<file path="config.mk">
export PLATFORM = sky130hd
export DESIGN_NAME = decimal_text_to_fixed_ticks
export DESIGN_NICKNAME = d
export VERILOG_FILES = /design/src/dtf_pkg.sv /design/src/dtf_mac10.sv /design/src/dtf_ctrl.sv /design/src/decimal_text_to_fixed_ticks.sv
export SDC_FILE = /design/constraint.sdc
export NUM_CORES = 1
export LEC_CHECK = 0
export BUFFER_PORTS_ARGS = -buffer_cell sky130_fd_sc_hd__buf_2
export CAP_MARGIN = 20
export CELL_PAD_IN_SITES_DETAIL_PLACEMENT = 0
export CELL_PAD_IN_SITES_GLOBAL_PLACEMENT = 2
export CORE_MARGIN = 2
export CORE_UTILIZATION = 40
export DETAILED_ROUTE_END_ITERATION = 10
export PLACE_DENSITY_LB_ADDON = 0.08
export SYNTH_ARGS = -nofsm -noshare
export SYNTH_HDL_FRONTEND = slang
export SYNTH_SLANG_ARGS = --single-unit
</file>
<file path="constraint.sdc">
create_clock -name clk -period 6.5 [get_ports clk]
set_input_delay 1.3 -clock clk [delete_from_list [all_inputs] [get_ports clk]]
set_output_delay 1.3 -clock clk [all_outputs]
set_load 0.005 [all_outputs]
</file>
<file path="src/dtf_pkg.sv">
// ----------------------------------------------------------------------------
// dtf_pkg: shared types and constants for the decimal text parser
// Holds the sequencer states, status codes, character codes and the
// control and status bundles passed between the sequencer and the datapath.
// ----------------------------------------------------------------------------
package dtf_pkg;

    localparam int TICKS_W = 63;
    localparam int STATUS_W = 2;
    localparam int FRAC_W = 6;
    localparam int TDEC_W = 5;
    localparam int CHAR_W = 8;

    localparam logic [FRAC_W-1:0] BASE_DECIMALS = 6'd2;
    localparam logic [FRAC_W-1:0] FRAC_MAX = 6'd63;

    localparam logic [CHAR_W-1:0] CHAR_DOT = 8'h2E;
    localparam logic [CHAR_W-1:0] CHAR_ZERO = 8'h30;
    localparam logic [CHAR_W-1:0] CHAR_NINE = 8'h39;

    localparam logic [STATUS_W-1:0] STATUS_OK = 2'd0;
    localparam logic [STATUS_W-1:0] STATUS_PRECISION = 2'd1;
    localparam logic [STATUS_W-1:0] STATUS_OVERFLOW = 2'd2;

    typedef enum logic [2:0] {
        ST_IDLE,
        ST_DIGIT,
        ST_CHECK,
        ST_SCALE,
        ST_EMIT
    } dtf_state_t;

    // Conditions seen by the sequencer.
    typedef struct packed {
        logic in_valid;
        logic last;
        logic prec_err;
        logic scale_done;
        logic out_free;
    } dtf_status_t;

    // Controls issued by the sequencer.
    typedef struct packed {
        logic in_ready;
        logic capture;
        logic char_step;
        logic check_load;
        logic zero_step;
        logic finish;
    } dtf_ctrl_t;

endpackage

</file>
<file path="src/dtf_mac10.sv">
// ----------------------------------------------------------------------------
// dtf_mac10: shared multiply-by-ten-and-add unit
// Computes value*10 + digit with shifts and adds and flags a result that
// no longer fits in the value width.
// ----------------------------------------------------------------------------
module dtf_mac10 #(
    parameter int VALUE_BITS = 63
) (
    input  logic [VALUE_BITS-1:0] value,
    input  logic [3:0]            digit,
    output logic [VALUE_BITS-1:0] result,
    output logic                  overflow
);
    localparam int WIDE_W = VALUE_BITS + 4;

    logic [WIDE_W-1:0] sum;

    // 10x = 8x + 2x; the sum of a full value and nine fits in four extra bits.
    assign sum = {1'b0, value, 3'b000}
               + {3'b000, value, 1'b0}
               + WIDE_W'(digit);

    assign result = sum[VALUE_BITS-1:0];
    assign overflow = |sum[WIDE_W-1:VALUE_BITS];

endmodule

</file>
<file path="src/dtf_ctrl.sv">
// ----------------------------------------------------------------------------
// dtf_ctrl: sequencer for the decimal text parser
// Steps each character through capture and update; on the final character
// it runs the check, the scaling loop unless the precision check fails, and the result hand-off.
// ----------------------------------------------------------------------------
module dtf_ctrl (
    input  logic                clk,
    input  logic                rst_n,
    input  dtf_pkg::dtf_status_t stat,
    output dtf_pkg::dtf_ctrl_t   ctl
);
    import dtf_pkg::*;

    dtf_state_t state_reg;
    dtf_state_t state_next;

    always_ff @(posedge clk or negedge rst_n)
    begin
        if (!rst_n)
        begin
            state_reg <= ST_IDLE;
        end
        else
        begin
            state_reg <= state_next;
        end
    end

    always_comb
    begin
        state_next = state_reg;
        ctl = '0;
        unique case (state_reg)
            ST_IDLE:
            begin
                ctl.in_ready = 1'b1;
                if (stat.in_valid)
                begin
                    ctl.capture = 1'b1;
                    state_next = ST_DIGIT;
                end
            end
            ST_DIGIT:
            begin
                ctl.char_step = 1'b1;
                state_next = stat.last ? ST_CHECK : ST_IDLE;
            end
            ST_CHECK:
            begin
                ctl.check_load = 1'b1;
                state_next = stat.prec_err ? ST_EMIT : ST_SCALE;
            end
            ST_SCALE:
            begin
                if (stat.scale_done)
                begin
                    state_next = ST_EMIT;
                end
                else
                begin
                    ctl.zero_step = 1'b1;
                end
            end
            ST_EMIT:
            begin
                if (stat.out_free)
                begin
                    ctl.finish = 1'b1;
                    state_next = ST_IDLE;
                end
            end
            default:
            begin
                state_next = ST_IDLE;
            end
        endcase
    end

endmodule

</file>
<file path="src/decimal_text_to_fixed_ticks.sv">
// ----------------------------------------------------------------------------
// decimal_text_to_fixed_ticks: ASCII price text to fixed-point tick count
// Accumulates decimal digits one character per transaction and, on the
// final character, scales the value to 2 + tick_decimals implied decimals.
// ----------------------------------------------------------------------------
// Each character is captured, then passed once through the shared
//   multiply-by-ten unit; no new character is taken until that is done.
// After the final character come the check, one zero-digit scale pass per
//   missing fraction digit (none on a precision error), then the emit step.
// Reset (rst_n, asynchronous, active low) clears the text state, the
//   tick_decimals register and the result valid flag.
module decimal_text_to_fixed_ticks #(
    parameter int VALUE_BITS = 63
) (
    input  logic                                clk,
    input  logic                                rst_n,
    input  logic                                in_valid,
    output logic                                in_ready,
    input  logic [dtf_pkg::CHAR_W-1:0]          character,
    input  logic                                last,
    input  logic                                cfg_valid,
    output logic                                cfg_ready,
    input  logic [dtf_pkg::TDEC_W-1:0]          tick_decimals,
    output logic                                out_valid,
    input  logic                                out_ready,
    output logic [dtf_pkg::TICKS_W-1:0]         ticks,
    output logic [dtf_pkg::STATUS_W-1:0]        status
);
    import dtf_pkg::*;

    // Captured character of the transaction being worked on.
    logic [CHAR_W-1:0]     char_reg;
    logic                  last_reg;

    // Text state.
    logic [VALUE_BITS-1:0] accum_reg;
    logic [VALUE_BITS-1:0] accum_next;
    logic                  ovf_reg;
    logic                  ovf_next;
    logic                  dot_reg;
    logic                  dot_next;
    logic [FRAC_W-1:0]     frac_reg;
    logic [FRAC_W-1:0]     frac_next;
    logic                  prec_reg;
    logic                  prec_next;
    logic [FRAC_W-1:0]     count_reg;
    logic [FRAC_W-1:0]     count_next;

    logic [TDEC_W-1:0]     tdec_reg;

    // Output register; it lets the parser start the next text while a result
    // still waits to be taken.
    logic                  out_valid_reg;
    logic                  out_valid_next;
    logic [TICKS_W-1:0]    ticks_reg;
    logic [TICKS_W-1:0]    ticks_next;
    logic [STATUS_W-1:0]   status_reg;
    logic [STATUS_W-1:0]   status_next;

    logic                  is_dot;
    logic                  is_digit;
    logic [FRAC_W-1:0]     required;
    logic [FRAC_W-1:0]     actual;
    logic [3:0]            mac_digit;
    logic [VALUE_BITS-1:0] mac_result;
    logic                  mac_ovf;
    logic [STATUS_W-1:0]   final_status;

    dtf_status_t           stat;
    dtf_ctrl_t             ctl;

    // Character decode. The low nibble of an ASCII digit is its value.
    assign is_dot = (char_reg == CHAR_DOT);
    assign is_digit = (char_reg >= CHAR_ZERO) && (char_reg <= CHAR_NINE);

    // Required fraction digits are two plus the register; a text with no
    // dot counts as having no fraction digits at all.
    assign required = BASE_DECIMALS + FRAC_W'(tdec_reg);
    assign actual = dot_reg ? frac_reg : '0;

    // Scaling passes feed a zero digit through the same unit.
    assign mac_digit = ctl.char_step ? char_reg[3:0] : 4'd0;

    dtf_mac10 #(
        .VALUE_BITS (VALUE_BITS)
    ) u_mac10 (
        .value    (accum_reg),
        .digit    (mac_digit),
        .result   (mac_result),
        .overflow (mac_ovf)
    );

    assign stat.in_valid = in_valid;
    assign stat.last = last_reg;
    assign stat.prec_err = (actual > required);
    assign stat.scale_done = (count_reg >= required);
    assign stat.out_free = !out_valid_reg || out_ready;

    dtf_ctrl u_ctrl (
        .clk   (clk),
        .rst_n (rst_n),
        .stat  (stat),
        .ctl   (ctl)
    );

    // A precision error wins over an overflow.
    assign final_status = prec_reg ? STATUS_PRECISION :
                          ovf_reg  ? STATUS_OVERFLOW  : STATUS_OK;

    always_comb
    begin
        accum_next = accum_reg;
        ovf_next = ovf_reg;
        dot_next = dot_reg;
        frac_next = frac_reg;
        prec_next = prec_reg;
        count_next = count_reg;
        out_valid_next = out_valid_reg;
        ticks_next = ticks_reg;
        status_next = status_reg;

        if (out_valid_reg && out_ready)
        begin
            out_valid_next = 1'b0;
        end

        // Once the value has overflowed it stays frozen.
        if ((ctl.char_step && is_digit) || ctl.zero_step)
        begin
            if (!ovf_reg)
            begin
                if (mac_ovf)
                begin
                    ovf_next = 1'b1;
                end
                else
                begin
                    accum_next = mac_result;
                end
            end
        end

        if (ctl.char_step)
        begin
            if (is_dot)
            begin
                dot_next = 1'b1;
                frac_next = '0;
            end
            else if (is_digit && dot_reg && (frac_reg != FRAC_MAX))
            begin
                frac_next = frac_reg + 1'b1;
            end
        end

        if (ctl.check_load)
        begin
            prec_next = stat.prec_err;
            count_next = actual;
        end

        if (ctl.zero_step)
        begin
            count_next = count_reg + 1'b1;
        end

        if (ctl.finish)
        begin
            out_valid_next = 1'b1;
            status_next = final_status;
            ticks_next = (final_status == STATUS_OK) ? TICKS_W'(accum_reg) : '0;
            accum_next = '0;
            ovf_next = 1'b0;
            dot_next = 1'b0;
            frac_next = '0;
            prec_next = 1'b0;
        end
    end

    always_ff @(posedge clk or negedge rst_n)
    begin
        if (!rst_n)
        begin
            accum_reg <= '0;
            ovf_reg <= 1'b0;
            dot_reg <= 1'b0;
            frac_reg <= '0;
            prec_reg <= 1'b0;
            count_reg <= '0;
            tdec_reg <= '0;
            out_valid_reg <= 1'b0;
        end
        else
        begin
            accum_reg <= accum_next;
            ovf_reg <= ovf_next;
            dot_reg <= dot_next;
            frac_reg <= frac_next;
            prec_reg <= prec_next;
            count_reg <= count_next;
            out_valid_reg <= out_valid_next;
            if (cfg_valid)
            begin
                tdec_reg <= tick_decimals;
            end
        end
    end

    // Payload registers carry no reset.
    always_ff @(posedge clk)
    begin
        if (ctl.capture)
        begin
            char_reg <= character;
            last_reg <= last;
        end
        ticks_reg <= ticks_next;
        status_reg <= status_next;
    end

    // The configuration register is always writable.
    assign cfg_ready = 1'b1;
    assign in_ready = ctl.in_ready;
    assign out_valid = out_valid_reg;
    assign ticks = ticks_reg;
    assign status = status_reg;

endmodule

</file>
-- Yosys cells after proc, flatten, opt, wreduce, memory -nomap -nowiden
Index checks and enable logic that the tools add are counted.
- input port bits: 19
- register bits: 161
- $lt $le $gt $ge: 4
- equal/unequal tests: 11
- $add $sub $neg: 5
- multiplexer cells: 39
- reductions and logical operators: 22
- operator list (cell ; number):
    $mux 63 ; 4
    $add 66x64->67 ; 1
    $add 67x4->67 ; 1
    $mux 6 ; 7
    $mux 1 ; 18
    $pmux 3 s5 ; 1
    $add 6x1->6 const B ; 2
    $mux 3 ; 4
    $reduce_bool 2->1 ; 6
    $eq 8x6->1 const B ; 1
    $ge 8x6->1 const B ; 1
    $le 8x6->1 const B ; 1
    $mux 2 ; 4
    $add 2x5->6 const A ; 1
    $eq 3x2->1 const B ; 2
    $ge 6x6->1 ; 1
    $gt 6x6->1 ; 1
    $ne 2x2->1 const B ; 3
    $ne 6x6->1 const B ; 1
    $reduce_and 3->1 ; 2
    $logic_and 1x1->1 ; 5
    $mux 4 ; 1
    $ne 2x1->1 const B ; 2
    $reduce_and 2->1 ; 2
    8 further kinds ; 9

-- Depth between registers and ports, before layout
Gate-level depths: netlist of the first run.
- word-level depth: 9
- gate-level depth with buffers: 19

-- Cells and area by module
Synthesis of the first run repeated with hierarchy kept, for this count alone.
- cells, all modules: 1245
- area total of the unflattened synthesis: 11551.1 sq um
- by module, submodules not included (module ; area an instance (sq um) ; instances ; sequential area each (sq um) ; cells each):
    decimal_text_to_fixed_ticks ; 6632.6 ; 1 ; 4324.1 ; 581
    dtf_mac10 ; 4690.7 ; 1 ; 0.0 ; 638
    dtf_ctrl ; 227.7 ; 1 ; 75.1 ; 26

-- Worst setup path after synthesis of the first run
No wires, ideal clock.
- path kind: register to register
- from: register u_ctrl.state_reg[0]
- to: register accum_reg[46]
- arrival: 4.411 ns
- path buffers: 2
- period minus slack after synthesis: 4.642 ns
- slack: 1.858 ns
- setup time: 0.231 ns
- data required time: 6.269 ns
- cell stages (with the launch flop): 20
- cell sequence: dfrtp_1 -> inv_1 -> nor3_1 -> nand2_1 -> fa_1 -> inv_1 -> fa_1 -> a21o_1 -> a221oi_2 -> a21oi_1 -> a2111o_1 -> and3_1 -> or2_0 -> a21o_1 -> a211oi_2 -> o2111ai_2 -> buf_6 -> buf_8 -> mux2i_1 -> nor2_1
- longest elaborated chain between the ends: 8
- RTL lines (what ; line ; RTL):
    start: declaration ; dtf_ctrl.sv:14 ; dtf_state_t state_reg;
    start signal: assignment ; dtf_ctrl.sv:25 ; state_reg <= state_next;
    $eq 3x1->1 ; dtf_ctrl.sv:33 ; unique case (state_reg)
    $mux 1 ; dtf_ctrl.sv:33 ;
    $mux 4 ; decimal_text_to_fixed_ticks.sv:82 ; assign mac_digit = ctl.char_step ? char_reg[3:0] : 4'd0;
    $add 67x4->67 ; dtf_mac10.sv:21 ; + WIDE_W'(digit);
    $mux 63 ; decimal_text_to_fixed_ticks.sv:132 ; if (mac_ovf)
    $mux 63 ; decimal_text_to_fixed_ticks.sv:130 ; if (!ovf_reg)
    $mux 63 ; decimal_text_to_fixed_ticks.sv:128 ; if ((ctl.char_step && is_digit) || ctl.zero_step)
    $mux 63 ; decimal_text_to_fixed_ticks.sv:167 ; if (ctl.finish)
    end signal: assignment ; decimal_text_to_fixed_ticks.sv:195 ; accum_reg <= accum_next;
    end: declaration ; decimal_text_to_fixed_ticks.sv:36 ; logic [VALUE_BITS-1:0] accum_reg;
Several ways; a longest one is shown, not always the timed one. The select of a mux whose other input is x is not followed.
A chain may end at the register's enable or synchronous reset.

-- Final worst setup path of the first run
- from: register u_ctrl.state_reg[0]
- to: register accum_reg[62]
Same word-level chain as after synthesis.

==> flow_summary_export.csv, run 1 <==
group,metric,value,unit
power,power.switching,1.53,mW
clock_network,cts_tree,"done",
logic_synthesis,synth_top_area_share,19.7,%
setup_path,critical_path_class,"reg -> reg",
setup_path,cp-start-kind,"flip-flop",
setup_path,worstPathRequired,6.84,ns
logic_synthesis,synth_warnings,0,
finish,seqCellArea,0.00440,sq mm
logic_synthesis,synth.area.top_cells,"edfxtp_1 20%, dfrtp_1 19%, ha_1 16%",
logic_synthesis,synth_edf_count,74,
power,peakVddDrop,177,uV
sta,relSlewSlack,31.1,%
power,power_frac_seq,38.1,%
floorplanning,die_y,172,microns
setup_path,crit_fanout,47,
clock_network,cts_root_buf,"clkbuf_16",
routing,antenna_left,0,
logic_synthesis,ys_ff_latch,161,
floorplanning,coreArea,0.0278,sq mm
logic_synthesis,synth_most_common_cell,"ha_1",
power,clkPwrFrac,26.9,%
sta,rsz0062_at_grt,"false",
finish,diodes,0,
setup_path,end_kind,"flip-flop",
grt,grt.overflow.total,0,
finish,final_layout_size_suffix_gt1_share,11.9,%
grt,gr-usage-all-layers,19.4,%
floorplanning,std_cell_rows,61,
job,maxCapViolations,0,
clock_network,htreeDepth,4,
finish,synthToLayoutAreaGrowth,12.0,%
placement,gp_congestion,0.829,
logic_synthesis,postSynth.asyncResetShare,54.0,%
clock_network,holdBufCountCts,0,
clock_network,cts_resized,0,
finish,multi_input_area,0.00656,sq mm
logic_synthesis,postSynthAreaPerCell,9.82,sq um
sta,setup_viol,0,
finish,n_fill_cell,2736,
clock_network,clockBufferDepth,2,
sta,worst_slew_pin_slew,1.03,ns
clock_network,postCtsSetupBuffers,0,
routing,first_pass_iters,7,
sta,period_needed,5.42,ns
routing,drcViolationCount,0,
routing,drt_iter0_drc,440,
power,power_density,312,mW/mm^2
sta,fin_tns_setup,0,ns
clock_network,clock_latency,0.44,ns
setup_path,arrival,5.76,ns
routing,wl_per_cell,17.2,microns
power,power_leakage,6.53,nW
sta,finalMaxSlewViolations,0,
logic_synthesis,netlist_area,0.0113,sq mm
clock_network,cts_buffers,17,
placement,post-dp-hpwl,20.6,mm
floorplanning,initial_core_util,40.6,%
grt,grt_antenna_before_repair,1,
grt,grt_max_degree,71,
finish,nets,1370,
logic_synthesis,yosysTopAreaCell,"edfxtp_1",
logic_synthesis,synthDistinctLibCells,72,
sta,hold_violations,0,
sta,timing.fmax,0.185,GHz
grt,grt_pass1_wl,45.2,mm
clock_network,clk_pin_slew_worst_paths,0.08,ns
finish,fin_util,45.4,%
hold_path,hold_class,"reg -> reg",
routing,routed_wl,27.5,mm
logic_synthesis,ys_top_cells_by_count,"140 x ha_1, 113 x nor2_1, 87 x dfrtp_1, 86 x a21oi_1, 78 x nand2_1",
routing,via_count,8585,
sta,finClkSkew,0.0142,ns
logic_synthesis,syn_nets,1309,
power,pwr-share-comb,34.9,%
outcome,outcome,"finished clean",
logic_synthesis,ys_seq_area_share,39.0,%
clock_network,cts.sinks,161,
logic_synthesis,syn_inst,1148,
power,p_sw_share,38.9,%
grt,grt_pass1_vias,8574,
floorplanning,die_x,172,microns
logic_synthesis,synth_ff_type,"dfrtp_1",
floorplanning,die-area,0.0295,sq mm
routing,viasPerCell,5.37,
floorplanning,io_pins,87,
placement,port_buffers,85,
power,p_int,2.40,mW
sta,min_period_over_period,83.3,%
## worst paths after layout
path	start	to	slack (ns)	cells after the start
setup / recovery	u_ctrl.state_reg[0]	accum_reg[62]	1.08	18
hold / removal	last_reg	u_ctrl.state_reg[1]	0.47	1
setup reg to reg	u_ctrl.state_reg[0]	accum_reg[62]	1.08	18
hold reg to reg	last_reg	u_ctrl.state_reg[1]	0.47	1
max in group asynchronous	rst_n	accum_reg[53]	4.57	2
min in group asynchronous	rst_n	accum_reg[12]	0.81	1
## layer usage
layer / GRT usage (%) / routed length (microns) / up-vias
met3: 2.22 / 560 / 20
met2: 31.3 / 12600 / 107
met1: 27.6 / 13900 / 4137
li1: - / - / 4321
met5: 0 / 0 / -
met4: 5.30 / 407 / 0
## final cells by class
class                      count  share of cell area (%)
sequential                   161                    34.9
inverter                      25                   0.763
clock buffer                  21                    3.99
multi-input combinational    912                    52.0
tap                          378                    3.75
timing repair buffer          92                    3.91
clock inverter                11                   0.763
## power groups by stage
stage	Clock [mW]	Combinational (mW)	Sequential (mW)
finish	1.06	1.37	1.50
global route	1.12	1.57	1.53
CTS	1.08	1.41	1.50
detailed placement	0	1.39	1.52
global placement	0	1.39	1.53
floorplan	0	1.03	1.44
## critical path, stage by stage, from the launching register on
cell and delay (ns):
dfrtp_1 0.40, inv_1 0.09, nor3_1 0.54, nand2_1 0.15, fa_1 0.51, inv_1 0.07, fa_1 0.45, a21o_1 0.20
a221oi_2 0.37, nor2b_1 0.22, o21ai_0 0.16, a21bo_2 0.24, a21oi_1 0.37, o31a_1 0.27, mux2i_1 0.29, o2111ai_4 0.18
buf_12 0.26, or3b_1 0.40, a21oi_1 0.14
## through the flow
stage / setup slack [ns] / hold WS, ns / instances / area (sq um) / power [mW]
after CTS: 1.01 / 0.463 / 1600 / 12600 / 3.99
after detailed placement: 1.06 / 0.445 / 1568 / 12000 / 2.92
after floorplan: 1.86 / 0.435 / 1148 / 11300 / 2.48
final: 1.08 / 0.465 / 1600 / 12600 / 3.93
after global routing: 0.636 / 0.484 / 1600 / 12600 / 4.22
after global placement: 1.20 / 0.463 / 1568 / 12000 / 2.92
## cell families after synthesis
family | share of synthesized area [%]
AO/OA/AOI/OAI | 14.9
XOR/XNOR | 4.58
adder cells (fa/ha/maj) | 15.9
buffers and inverters | 3.00
flip-flops | 39.0
multiplexers | 5.84
other | 0.0333
AND/OR/NAND/NOR | 16.7
## placed cells by master (no fill, tap or decap), types with 11 or more instances in the layout
master,netlist,layout
and2_1,75,75
xnor2_1,37,37
a21oi_1,86,86
buf_2,3,84
clkbuf_16,0,20
a31oi_1,11,11
dfrtp_1,87,87
nand3_1,25,25
inv_1,25,24
edfxtp_1,74,74
mux2i_1,59,59
o21ai_0,52,52
nor2_1,113,112
nand2b_1,11,11
xor2_1,22,22
nand4_1,25,25
a21o_1,35,35
ha_1,140,140
nor3_1,21,21
and3_1,12,12
o21bai_1,13,13
nand2_1,78,78
No activity file was read; power rests on OpenSTA's default activity.
==> run 2: changes to the inputs <==
==> constraint.sdc (replaced) <==
create_clock -name clk -period 5.31 [get_ports clk]
set_input_delay 1.062 -clock clk [delete_from_list [all_inputs] [get_ports clk]]
set_output_delay 1.062 -clock clk [all_outputs]
set_load 0.005 [all_outputs]
==> run 2 against run 1 <==
Flip-flop and latch count stayed put. Combinational power rose by 25%. Die area did not move. Hold slack improved by 0.021 ns. Core utilization rose by 0.11 points. Register-to-register slack lost 0.69 ns. Critical endpoint is now accum_reg[57]. Fmax grew 10%. Non-clock buffer count grew 6. Via count shrank 0.57%. Cell area grew 0.25%.
==> flow_summary_export.csv, run 2 (same netlist as run 1, synthesis figures left out) <==
group,metric,value,unit
outcome,outcome,"finished clean",
grt,gr-usage-all-layers,19.8,%
setup_path,crit_fanout,25,
sta,hold_violations,0,
placement,placedCellCount,1573,
finish,synthToLayoutAreaGrowth,12.2,%
power,power_density,379,mW/mm^2
sta,setup_viol,0,
placement,post-dp-hpwl,21.0,mm
sta,period_needed,4.91,ns
power,fin_total_pwr,4.80,mW
setup_path,crit_buf_inv,3,
placement,port_buffers,85,
job,maxCapViolations,0,
power,peakVddDrop,182,uV
clock_network,cts.sinks,161,
sta,rsz0062_at_grt,"false",
clock_network,clockBufferDepth,2,
grt,grt_antenna_before_repair,0,
setup_path,cp-start-kind,"flip-flop",
sta,worst_slew_pin_slew,0.736,ns
sta,timing.fmax,0.204,GHz
clock_network,cts_root_buf,"clkbuf_16",
finish,diodes,0,
floorplanning,initial_core_util,40.6,%
routing,routed_wl,28.1,mm
setup_path,arrival,5.24,ns
floorplanning,die_x,172,microns
finish,n_fill_cell,2709,
clock_network,cts_buffers,17,
routing,first_pass_iters,4,
setup_path,end_kind,"flip-flop",
routing,drt_iter0_drc,528,
finish,final_cell_mix,"140 x ha_1, 112 x nor2_1, 87 x dfrtp_1",
routing,viasPerCell,5.32,
grt,grt_pass1_vias,8455,
clock_network,clk_pin_slew_worst_paths,0.07,ns
finish,nets,1376,
sta,finalMaxSlewViolations,0,
grt,grt.overflow.total,0,
setup_path,path_cells,"inv_1 > nor3_2 > nand2_1 > fa_1 > inv_1 > fa_1 > a21o_1 > a221oi_2 > a21oi_1 > a2111o_1 > and3_1 > or2_0 > a21o_1 > a211oi_2 > o2111ai_4 > buf_4 > o31ai_1",
setup_path,reg2reg_slack,0.40,ns
grt,grt_max_degree,93,
floorplanning,die-area,0.0295,sq mm
power,power_leakage,6.54,nW
routing,via_count,8536,
floorplanning,die_y,172,microns
setup_path,worstPathRequired,5.64,ns
clock_network,cts_tree,"done",
floorplanning,coreArea,0.0278,sq mm
sta,fin_tns_setup,0,ns
sta,finClkSkew,0.0161,ns
grt,grt_pass1_wl,45.9,mm
sta,holdWs,0.486,ns
sta,min_period_over_period,92.5,%
setup_path,crit_family,"compound AO/OA/AOI/OAI gates",
routing,antenna_left,0,
placement,gp_congestion,0.865,
hold_path,hold_class,"reg -> reg",
floorplanning,io_pins,87,
sta,relSlewSlack,50.9,%
clock_network,htreeDepth,4,
setup_path,max_stage_delay,0.49,ns
routing,drcViolationCount,0,
finish,final_common_cell,"ha_1",
setup_path,critical_path_class,"reg -> reg",
setup_path,crit_slowest_cell,"fa_1",
routing,wl_per_cell,17.5,microns
clock_network,postCtsSetupBuffers,0,
floorplanning,std_cell_rows,61,
finish,stdcell_count,1606,
finish,final_layout_size_suffix_gt1_share,12.2,%
clock_network,clock_latency,0.44,ns
finish,fin_util,45.5,%
-- run 2: cell count changes in the layout (fill, tap and decap cells not counted), sizes merged --
| cell | delta |
|---|---|
| buf | +6 |
| clkinv | +3 |
| clkbuf | +1 |
| inv | -4 |
-- run 2: power breakdown --
group / total [mW] / switching, mW / internal [mW]
clock: 1.25 / 0.584 / 0.670
combinational: 1.71 / 1.04 / 0.671
sequential: 1.83 / 0.248 / 1.58
-- run 2: per-layer routing --
metal  GRT usage, %  share of wire (%)  up-vias
li1               -                  -     4312
met3           2.45                2.6       21
met5              0                  0        -
met1           28.4                 50     4072
met4           5.37                1.3        0
met2           31.4                 46      131
-- run 2: what timing repair did --
item | CTS | global route
gates resized for setup | 0 | 1
hold buffers | 0 | 0
setup endpoints to repair | 0 | 16
-- run 2: through the flow --
step	instance area, sq um	worst slack, ns
final	12700	0.398
after floorplan	11300	0.668
after global placement	12000	0.376
after global routing	12700	0.0468
after CTS	12600	0.249
after detailed placement	12000	0.273
-- run 2: path summary, 6_finish.rpt --
check / endpoint / depth (start not counted) / from
max in group asynchronous: accum_reg[42] / 2 / rst_n
hold reg to reg: u_ctrl.state_reg[1] / 1 / last_reg
hold / removal: u_ctrl.state_reg[1] / 1 / last_reg
min in group asynchronous: accum_reg[13] / 1 / rst_n
setup / recovery: accum_reg[57] / 17 / u_ctrl.state_reg[0]
setup reg to reg: accum_reg[57] / 17 / u_ctrl.state_reg[0]
-- run 2: cell type report --
class | instances | area (sq um) | share of cell area, %
Multi-Input combinational cell | 912 | 6570 | 51.9
Sequential cell | 161 | 4400 | 34.8
Timing Repair Buffer | 98 | 546 | 4.31
Clock buffer | 22 | 487 | 3.85
Tap cell | 378 | 473 | 3.74
Inverter | 25 | 96.3 | 0.761
Clock inverter | 10 | 87.6 | 0.692
